## config.mk

```make
export PLATFORM = sky130hd
export DESIGN_NAME = mis_mde_ctrl
export DESIGN_NICKNAME = d
export VERILOG_FILES = /design/src/sv/mis_mde_pkg.sv /design/src/sv/mis_mde_ctrl.sv
export SDC_FILE = /design/constraint.sdc
export NUM_CORES = 1
export LEC_CHECK = 0
export BUFFER_PORTS_ARGS = -buffer_cell sky130_fd_sc_hd__buf_4
export CORE_MARGIN = 4
export CORE_UTILIZATION = 48
export CTS_CLUSTER_DIAMETER = 50
export CTS_CLUSTER_SIZE = 16
export DETAILED_ROUTE_END_ITERATION = 10
export MAX_ROUTING_LAYER = met4
export PLACE_DENSITY_LB_ADDON = 0.25
export SYNTH_ARGS = -nofsm -noshare
export SYNTH_HDL_FRONTEND = slang
export SYNTH_SLANG_ARGS = --single-unit
```

## constraint.sdc

```tcl
create_clock -name clk_i -period 1.7 [get_ports clk_i]
set_input_delay 0.17 -clock clk_i [delete_from_list [all_inputs] [get_ports clk_i]]
set_output_delay 0.17 -clock clk_i [all_outputs]
set_load 0.03 [all_outputs]
```

## src/sv/mis_mde_pkg.sv

```systemverilog
package mis_mde_pkg;

  localparam int unsigned MaxNodesDefault = 256;

  localparam logic [15:0] XOne  = 16'd32768;
  localparam logic [15:0] XHalf = 16'd16384;

  localparam logic [31:0] LearningRateReset   = 32'd1288490;
  localparam logic [15:0] MomentumFactorReset = 16'd58982;
  localparam logic [11:0] EdgePenaltyReset    = 12'd350;
  localparam logic [7:0]  NonedgeRewardReset  = 8'd7;
  localparam logic [8:0]  NodeCountReset      = 9'd256;

  typedef enum logic [2:0] {
    OP_ADD_EDGE = 3'd0,
    OP_WRITE_X  = 3'd1,
    OP_ITERATE  = 3'd2,
    OP_CHECK    = 3'd3,
    OP_READ_X   = 3'd4
  } opcode_e;

  typedef enum logic [2:0] {
    REG_LEARNING_RATE   = 3'd0,
    REG_MOMENTUM_FACTOR = 3'd1,
    REG_EDGE_PENALTY    = 3'd2,
    REG_NONEDGE_REWARD  = 3'd3,
    REG_NODE_COUNT      = 3'd4
  } cfg_reg_e;

  typedef enum logic [4:0] {
    ST_CLEAR,
    ST_IDLE,
    ST_EDGE_RA,
    ST_EDGE_WA,
    ST_EDGE_RB,
    ST_EDGE_WB,
    ST_WRX,
    ST_RDX,
    ST_RDX_OUT,
    ST_NOP,
    ST_SCAN,
    ST_DRAIN,
    ST_CHECK_END,
    ST_NODE_A,
    ST_NODE_B,
    ST_NODE_C,
    ST_NODE_D,
    ST_NODE_E,
    ST_NODE_F
  } state_e;

  typedef struct packed {
    logic clr;
    logic cnt_clr;
    logic cnt_inc;
    logic latch;
    logic scan_rd;
    logic edge_rd_a;
    logic edge_wr_a;
    logic edge_rd_b;
    logic edge_wr_b;
    logic wrx;
    logic rdx;
    logic mul1;
    logic grad;
    logic mul2;
    logic vel;
    logic upd;
    logic result;
  } dp_cmd_t;

  typedef struct packed {
    logic cnt_last;
    logic clr_last;
    logic is_iter;
  } dp_status_t;

endpackage

```

## src/sv/mis_mde_ctrl.sv

```systemverilog
module mis_mde_ctrl (
  input  logic                   clk_i,
  input  logic                   rst_ni,
  input  logic                   start,
  input  logic [2:0]             opcode_i,
  input  mis_mde_pkg::dp_status_t status_i,
  output mis_mde_pkg::dp_cmd_t    cmd_o,
  output logic                   busy
);

  mis_mde_pkg::state_e state_q, state_d;

  always_ff @(posedge clk_i or negedge rst_ni) begin
    if (!rst_ni) begin
      state_q <= mis_mde_pkg::ST_CLEAR;
    end else begin
      state_q <= state_d;
    end
  end

  assign busy = (state_q != mis_mde_pkg::ST_IDLE);

  always_comb begin
    state_d = state_q;
    cmd_o   = '0;
    unique case (state_q)
      mis_mde_pkg::ST_CLEAR: begin
        cmd_o.clr = 1'b1;
        if (status_i.clr_last) begin
          cmd_o.cnt_clr = 1'b1;
          state_d       = mis_mde_pkg::ST_IDLE;
        end else begin
          cmd_o.cnt_inc = 1'b1;
        end
      end
      mis_mde_pkg::ST_IDLE: begin
        if (start) begin
          cmd_o.latch   = 1'b1;
          cmd_o.cnt_clr = 1'b1;
          unique case (opcode_i)
            mis_mde_pkg::OP_ADD_EDGE: state_d = mis_mde_pkg::ST_EDGE_RA;
            mis_mde_pkg::OP_WRITE_X:  state_d = mis_mde_pkg::ST_WRX;
            mis_mde_pkg::OP_ITERATE:  state_d = mis_mde_pkg::ST_SCAN;
            mis_mde_pkg::OP_CHECK:    state_d = mis_mde_pkg::ST_SCAN;
            mis_mde_pkg::OP_READ_X:   state_d = mis_mde_pkg::ST_RDX;
            default:                  state_d = mis_mde_pkg::ST_NOP;
          endcase
        end
      end
      mis_mde_pkg::ST_EDGE_RA: begin
        cmd_o.edge_rd_a = 1'b1;
        state_d         = mis_mde_pkg::ST_EDGE_WA;
      end
      mis_mde_pkg::ST_EDGE_WA: begin
        cmd_o.edge_wr_a = 1'b1;
        state_d         = mis_mde_pkg::ST_EDGE_RB;
      end
      mis_mde_pkg::ST_EDGE_RB: begin
        cmd_o.edge_rd_b = 1'b1;
        state_d         = mis_mde_pkg::ST_EDGE_WB;
      end
      mis_mde_pkg::ST_EDGE_WB: begin
        cmd_o.edge_wr_b = 1'b1;
        cmd_o.result    = 1'b1;
        state_d         = mis_mde_pkg::ST_IDLE;
      end
      mis_mde_pkg::ST_WRX: begin
        cmd_o.wrx    = 1'b1;
        cmd_o.result = 1'b1;
        state_d      = mis_mde_pkg::ST_IDLE;
      end
      mis_mde_pkg::ST_RDX: begin
        cmd_o.rdx = 1'b1;
        state_d   = mis_mde_pkg::ST_RDX_OUT;
      end
      mis_mde_pkg::ST_RDX_OUT: begin
        cmd_o.result = 1'b1;
        state_d      = mis_mde_pkg::ST_IDLE;
      end
      mis_mde_pkg::ST_NOP: begin
        cmd_o.result = 1'b1;
        state_d      = mis_mde_pkg::ST_IDLE;
      end
      mis_mde_pkg::ST_SCAN: begin
        cmd_o.scan_rd = 1'b1;
        if (status_i.cnt_last) begin
          state_d = mis_mde_pkg::ST_DRAIN;
        end else begin
          cmd_o.cnt_inc = 1'b1;
        end
      end
      mis_mde_pkg::ST_DRAIN: begin
        cmd_o.cnt_clr = 1'b1;
        if (status_i.is_iter) begin
          state_d = mis_mde_pkg::ST_NODE_A;
        end else begin
          state_d = mis_mde_pkg::ST_CHECK_END;
        end
      end
      mis_mde_pkg::ST_CHECK_END: begin
        cmd_o.result = 1'b1;
        state_d      = mis_mde_pkg::ST_IDLE;
      end
      mis_mde_pkg::ST_NODE_A: begin
        state_d = mis_mde_pkg::ST_NODE_B;
      end
      mis_mde_pkg::ST_NODE_B: begin
        cmd_o.mul1 = 1'b1;
        state_d    = mis_mde_pkg::ST_NODE_C;
      end
      mis_mde_pkg::ST_NODE_C: begin
        cmd_o.grad = 1'b1;
        state_d    = mis_mde_pkg::ST_NODE_D;
      end
      mis_mde_pkg::ST_NODE_D: begin
        cmd_o.mul2 = 1'b1;
        state_d    = mis_mde_pkg::ST_NODE_E;
      end
      mis_mde_pkg::ST_NODE_E: begin
        cmd_o.vel = 1'b1;
        state_d   = mis_mde_pkg::ST_NODE_F;
      end
      mis_mde_pkg::ST_NODE_F: begin
        cmd_o.upd = 1'b1;
        if (status_i.cnt_last) begin
          cmd_o.result = 1'b1;
          state_d      = mis_mde_pkg::ST_IDLE;
        end else begin
          cmd_o.cnt_inc = 1'b1;
          state_d       = mis_mde_pkg::ST_NODE_A;
        end
      end
      default: begin
        state_d = mis_mde_pkg::ST_IDLE;
      end
    endcase
  end

endmodule

```

==> results.cfg, run 1 <==
[outcome]
status = complete, but fails checks
violations = setup timing

[grt]
grt_max_degree = 10
grt_usage = 0.267
grt.met3_usage = 0.0613
antenna_found_initial = 0
globalRouteMet2Util = 0.469
grt_pass1_wl_um = 4060
grt-busiest-layer = met2
met1_usage = 0.315
grt-ovfl-total = 0
grt_pass1_vias = 902

[pwr]
total_power_mw = 2.35
p_switching_mw = 1.20
powerDensity_nw_per_um2 = 1980
peakVddDrop_mv = 1.22
p_seq_frac = 0.105
switching_share = 0.510
p_comb_frac = 0.833
clkPwrFrac = 0.061
leakage_nw = 0.576
p_int_mw = 1.15

[clocking]
tritoncts = built
cts_root_buffer = clkbuf_4
clkTransAtPathRegs_ns = 0.05
clk_latency_ns = 0.25
htree_levels = 1
clock_path_buffers = 2
cts_buffers = 3
cts_sinks = 5

[worst_setup_path]
cp.arrival_ns = 1.60
reg2reg_depth = 7
end_kind = output pin
cp.required_ns = 1.53
crit_type = reg2out
reg2reg_from = state_q[2]
r2r_end = state_q[2]
cp-start-kind = register
crit_fanout = 8
rrSetupSlack_ns = -0.05

[final_layout]
drive_gt1_frac = 0.545
reg.largest.list = state_q x5
final_cell_mix = buf_4, nor2_1, a21oi_1, buf_6, a31oi_1
fin_nets = 155
final_common_cell = buf_4
fillers = 77
regArea_um2 = 129
fin_area_um2 = 1180
multi_input_area_um2 = 571
syn_to_final_growth_pct = 62.7
regMostFlops = state_q
largest_reg_flops = 5
antenna_cells = 0

[die]
start_util = 0.533
boundaryPins = 27
rows = 13
dieWidth_um = 47.0
coreArea_um2 = 1370
chipHeight_um = 47.0
dieArea_um2 = 2200

[sta]
hold_slack_ns = 0.243
relSlewSlack = 0.750
rsz0062_at_grt = yes
fin_skew_ns = 0.0119
final-max-slew-violation-count = 0
max_clock_freq_mhz = 565
setup_viol = 7
worst_slew_pin_slew_ns = 0.365
fin_ws_ns = -0.0706
finalCritPeriodShare = 1.04
fin_crit_ns = 1.77
hold_viol = 0

[place]
port_buffers = 26
place.gp.congestion = 0.913
dp_hpwl_um = 1650
placed_cell_area_um2 = 952

[route]
drt_iter0_markers = 72
antenna_left = 0
wl_per_cell_um = 19.7
wirelength_um = 3150
drc_errors = 0
drtPass1Iterations = 4
vias_per_cell = 6.53
vias = 1044

[flow_run]
maxCapViolCount = 0

[hold_path]
hold_depth = 3
hp-start = start
worstHoldEndpoint = state_q[1]
hold_path_class = in2reg

[synthesis]
yosysSeqAreaShare = 0.172
yosys_register_bits = 5
synth_cells = 96
synthesis.nets = 105
ys_types = 42
ys_warn_count = 0
synthesis.area_um2 = 728
syn_area_per_cell_um2 = 7.59
metal layers:
metal  share of wire  up-vias  wire (um)
li1                -      456          -
met1            0.36      493       1150
met2            0.51       82       1600
met3            0.11       13        337
met4           0.020        0         63
met5               0        -          0
power by group through the flow:
stage | Sequential [mW] | Combinational (mW) | Clock, mW
5_1_grt | 0.249 | 2.07 | 0.152
2_1_floorplan | 0.217 | 1.09 | 0
3_5_place_dp | 0.254 | 1.45 | 0
6_report | 0.248 | 1.96 | 0.144
4_1_cts | 0.223 | 1.67 | 0.145
3_3_place_gp | 0.250 | 1.43 | 0
Yosys cell counts, drive strengths merged:
cell	count	area, um^2
nand2	4	15.0
nor3b	1	7.51
and3	4	25.0
xor2	2	17.5
nor4	1	6.26
a32o	2	21.3
a22o	1	8.76
or3	4	30.0
o2bb2ai	1	8.76
or2b	1	7.51
nand2b	4	32.5
a2111oi	1	8.76
or3b	1	8.76
mux2i	1	10.0
or2	2	12.5
xnor2	2	17.5
dfrtp	5	125
nor2	15	63.8
o22ai	3	25.0
a21boi	2	15.0
nor3	4	30.0
buf	8	72.6
inv	4	15.0
a32oi	1	8.76
a31oi	4	25.0
o32a	2	20.0
a21oi	7	35.0
nor2b	1	6.26
o21ai	3	15.0
and2b	1	7.51
nand3	2	10.0
o221ai	1	8.76
o211ai	1	7.51
kinds of logic after synthesis:
| logic type | Yosys count | synth area share |
|---|---|---|
| AOI/OAI and AO/OA | 29 | 0.285 |
| xor gates and xnor gates | 4 | 0.0481 |
| buffers and inverters | 12 | 0.120 |
| DFF | 5 | 0.172 |
| muxes | 1 | 0.0137 |
| and+or+nand+nor | 45 | 0.361 |
critical path, cell delays in order, from the launching register on:
cell and delay [ns]:
dfrtp_2 0.48, buf_4 0.19, or3_4 0.36, nor2_1 0.13, buf_4 0.18
how the worst max path moves through the flow:
stage / from / endpoint / slack, ns / cells past startpoint
2_1_floorplan: state_q[1] / cmd_o[2] / 0.05 / 4
3_3_place_gp: state_q[2] / cmd_o[14] / 0.12 / 4
3_5_place_dp: state_q[3] / state_q[1] / 0.11 / 5
4_1_cts: state_q[2] / cmd_o[14] / -0.05 / 4
5_1_grt: state_q[2] / state_q[2] / -0.12 / 7
6_report: state_q[1] / cmd_o[2] / -0.07 / 4
metrics by stage:
step	setup slack (ns)	utilization	cells	setup TNS, ns
global placement	0.116	0.697	140	0
CTS	-0.0475	0.794	154	-0.0475
global route	-0.123	0.867	160	-0.711
detailed placement	0.113	0.697	140	0
finish	-0.0706	0.867	160	-0.318
floorplan	0.0479	-	96	0
layout make-up:
type                    count  share of cell area
clock buffers               4              0.0222
flip-flops and latches      5               0.109
multi-input cells          79               0.482
well taps                  15              0.0158
inverters                   4              0.0148
repair buffers             53               0.357
timing repair:
item | CTS | global route
endpoints found under the setup margin | 13 | 13
hold buffers | 1 | 0
hold endpoints to repair | 5 | 0
buffers inserted | 9 | 6
gates resized for setup | 10 | 15
pin swaps | 0 | 4
cloned | 0 | 0
(Power assumes the default switching activity.)
==> run 2: changes to the inputs <==
- CORE_UTILIZATION: 48 -> 35
==> results.cfg, run 2 (same netlist as run 1, synthesis figures left out) <==
[final_layout]
antenna_cells = 0
regMostFlops = state_q
reg.largest.list = state_q x5
regArea_um2 = 131
final_common_cell = buf_4
largest_reg_flops = 5
final_cell_mix = buf_4, nor2_1, buf_6
multi_input_area_um2 = 588
fin_nets = 164
fillers = 180
syn_to_final_growth_pct = 78.7
drive_gt1_frac = 0.623

[flow_run]
maxCapViolCount = 0

[worst_setup_path]
crit_cells = 5
crit_slowest_cell = dfrtp_2
cp.required_ns = 1.53
reg2reg_depth = 6
crit_buf_inv = 2
reg2reg_from = state_q[2]
path_delay_family = flip-flops
rrSetupSlack_ns = 0.07
end_kind = output pin
cp_common_cell = buf_6
worstPathCellList = buf_6, or2b_1, o22ai_2, a32o_2, buf_6
crit_path_end = cmd_o[0]
slowest_delay_ns = 0.46
cp.arrival_ns = 1.61
r2r_end = state_q[2]
crit_fanout = 6
cp-startpoint = state_q[3]
cp-start-kind = register
crit_type = reg2out

[sta]
setup_viol = 3
max_clock_freq_mhz = 561
worst_slew_pin_slew_ns = 0.347
fin_skew_ns = 0.00618
hold_viol = 0
fin_ws_ns = -0.0840
rsz0062_at_grt = yes
final-max-slew-violation-count = 0
finalCritPeriodShare = 1.05
hold_slack_ns = 0.245
setup-tns-final_ns = -0.169
relSlewSlack = 0.763
fin_crit_ns = 1.78

[grt]
grt_pass1_vias = 956
grt_max_degree = 10
grt_usage = 0.201
antenna_found_initial = 0
grt-ovfl-total = 0
grt_pass1_wl_um = 4130

[route]
drc_errors = 0
wl_per_cell_um = 15.6
vias_per_cell = 5.60
drtPass1Iterations = 4
antenna_left = 0
vias = 1014
wirelength_um = 2830
drt_iter0_markers = 35

[die]
chipHeight_um = 53.6
boundaryPins = 27
start_util = 0.371
dieArea_um2 = 2870
coreArea_um2 = 1960
dieWidth_um = 53.6
rows = 16

[clocking]
clk_latency_ns = 0.25
htree_levels = 1
clkTransAtPathRegs_ns = 0.05
clock_path_buffers = 2
cts_sinks = 5
cts_buffers = 3
cts_root_buffer = clkbuf_4
tritoncts = built

[hold_path]
hold_path_class = in2async

[pwr]
peakVddDrop_mv = 0.979
total_power_mw = 2.41
leakage_nw = 0.617
powerDensity_nw_per_um2 = 1860

[place]
place.gp.congestion = 0.835
place_ws_ns = 0.0790
port_buffers = 26
dp_hpwl_um = 1660

[outcome]
status = complete, but fails checks
violations = setup timing
-- run 2: changes by cell type in the layout (fill, tap and decap cells not counted), moves of 2 or more --
cell     delta
dfrtp_2     +2
nand2_2     +2
nor2_1      -4
dfrtp_1     -2
buf_4       +7
nor2_2      +4
buf_6       +2
-- run 2: metal layers --
| layer | vias to the layer above | global-route usage | part of all wire |
|---|---|---|---|
| met5 | - | - | 0 |
| met1 | 492 | 0.222 | 0.37 |
| met4 | 0 | 0.0851 | 0.017 |
| met2 | 44 | 0.347 | 0.55 |
| met3 | 10 | 0.0416 | 0.060 |
| li1 | 468 | - | - |
-- run 2: report_power, final --
part | internal, mW | switching, mW
combinational | 0.976 | 1.03
sequential | 0.171 | 0.0981
clock | 0.0888 | 0.0505
-- run 2: timing repair --
| action | in CTS | in global routing |
|---|---|---|
| resized for setup | 9 | 28 |
| pin swaps | 0 | 4 |
| endpoints found under the setup margin | 15 | 13 |
| hold buffers | 1 | 0 |
| setup buffers | 14 | 6 |
| hold endpoints to repair | 5 | 0 |
-- run 2: per-stage QoR --
stage | instances | cell area, um^2 | utilization
global placement | 156 | 997 | 0.508
global route | 181 | 1300 | 0.663
floorplan | 96 | 728 | -
CTS | 175 | 1160 | 0.592
finish | 181 | 1300 | 0.663
detailed placement | 156 | 997 | 0.508
-- run 2: area by class of cell --
cell class | count | share of cell area
flip-flops and latches | 5 | 0.101
repair buffers | 62 | 0.383
clock buffers | 4 | 0.0202
inverters | 4 | 0.0183
multi-input cells | 79 | 0.452
well taps | 27 | 0.0260
-- run 2: worst min path at each step --
stage,startpoint,slack [ns],endpoint,cells past startpoint
after floorplan,rst_ni,-0.13,state_q[0],0
after global placement,rst_ni,-0.03,state_q[0],1
after detailed placement,rst_ni,-0.03,state_q[3],1
after CTS,start,0.24,state_q[1],3
after global routing,rst_ni,0.28,state_q[0],2
final,rst_ni,0.25,state_q[1],2
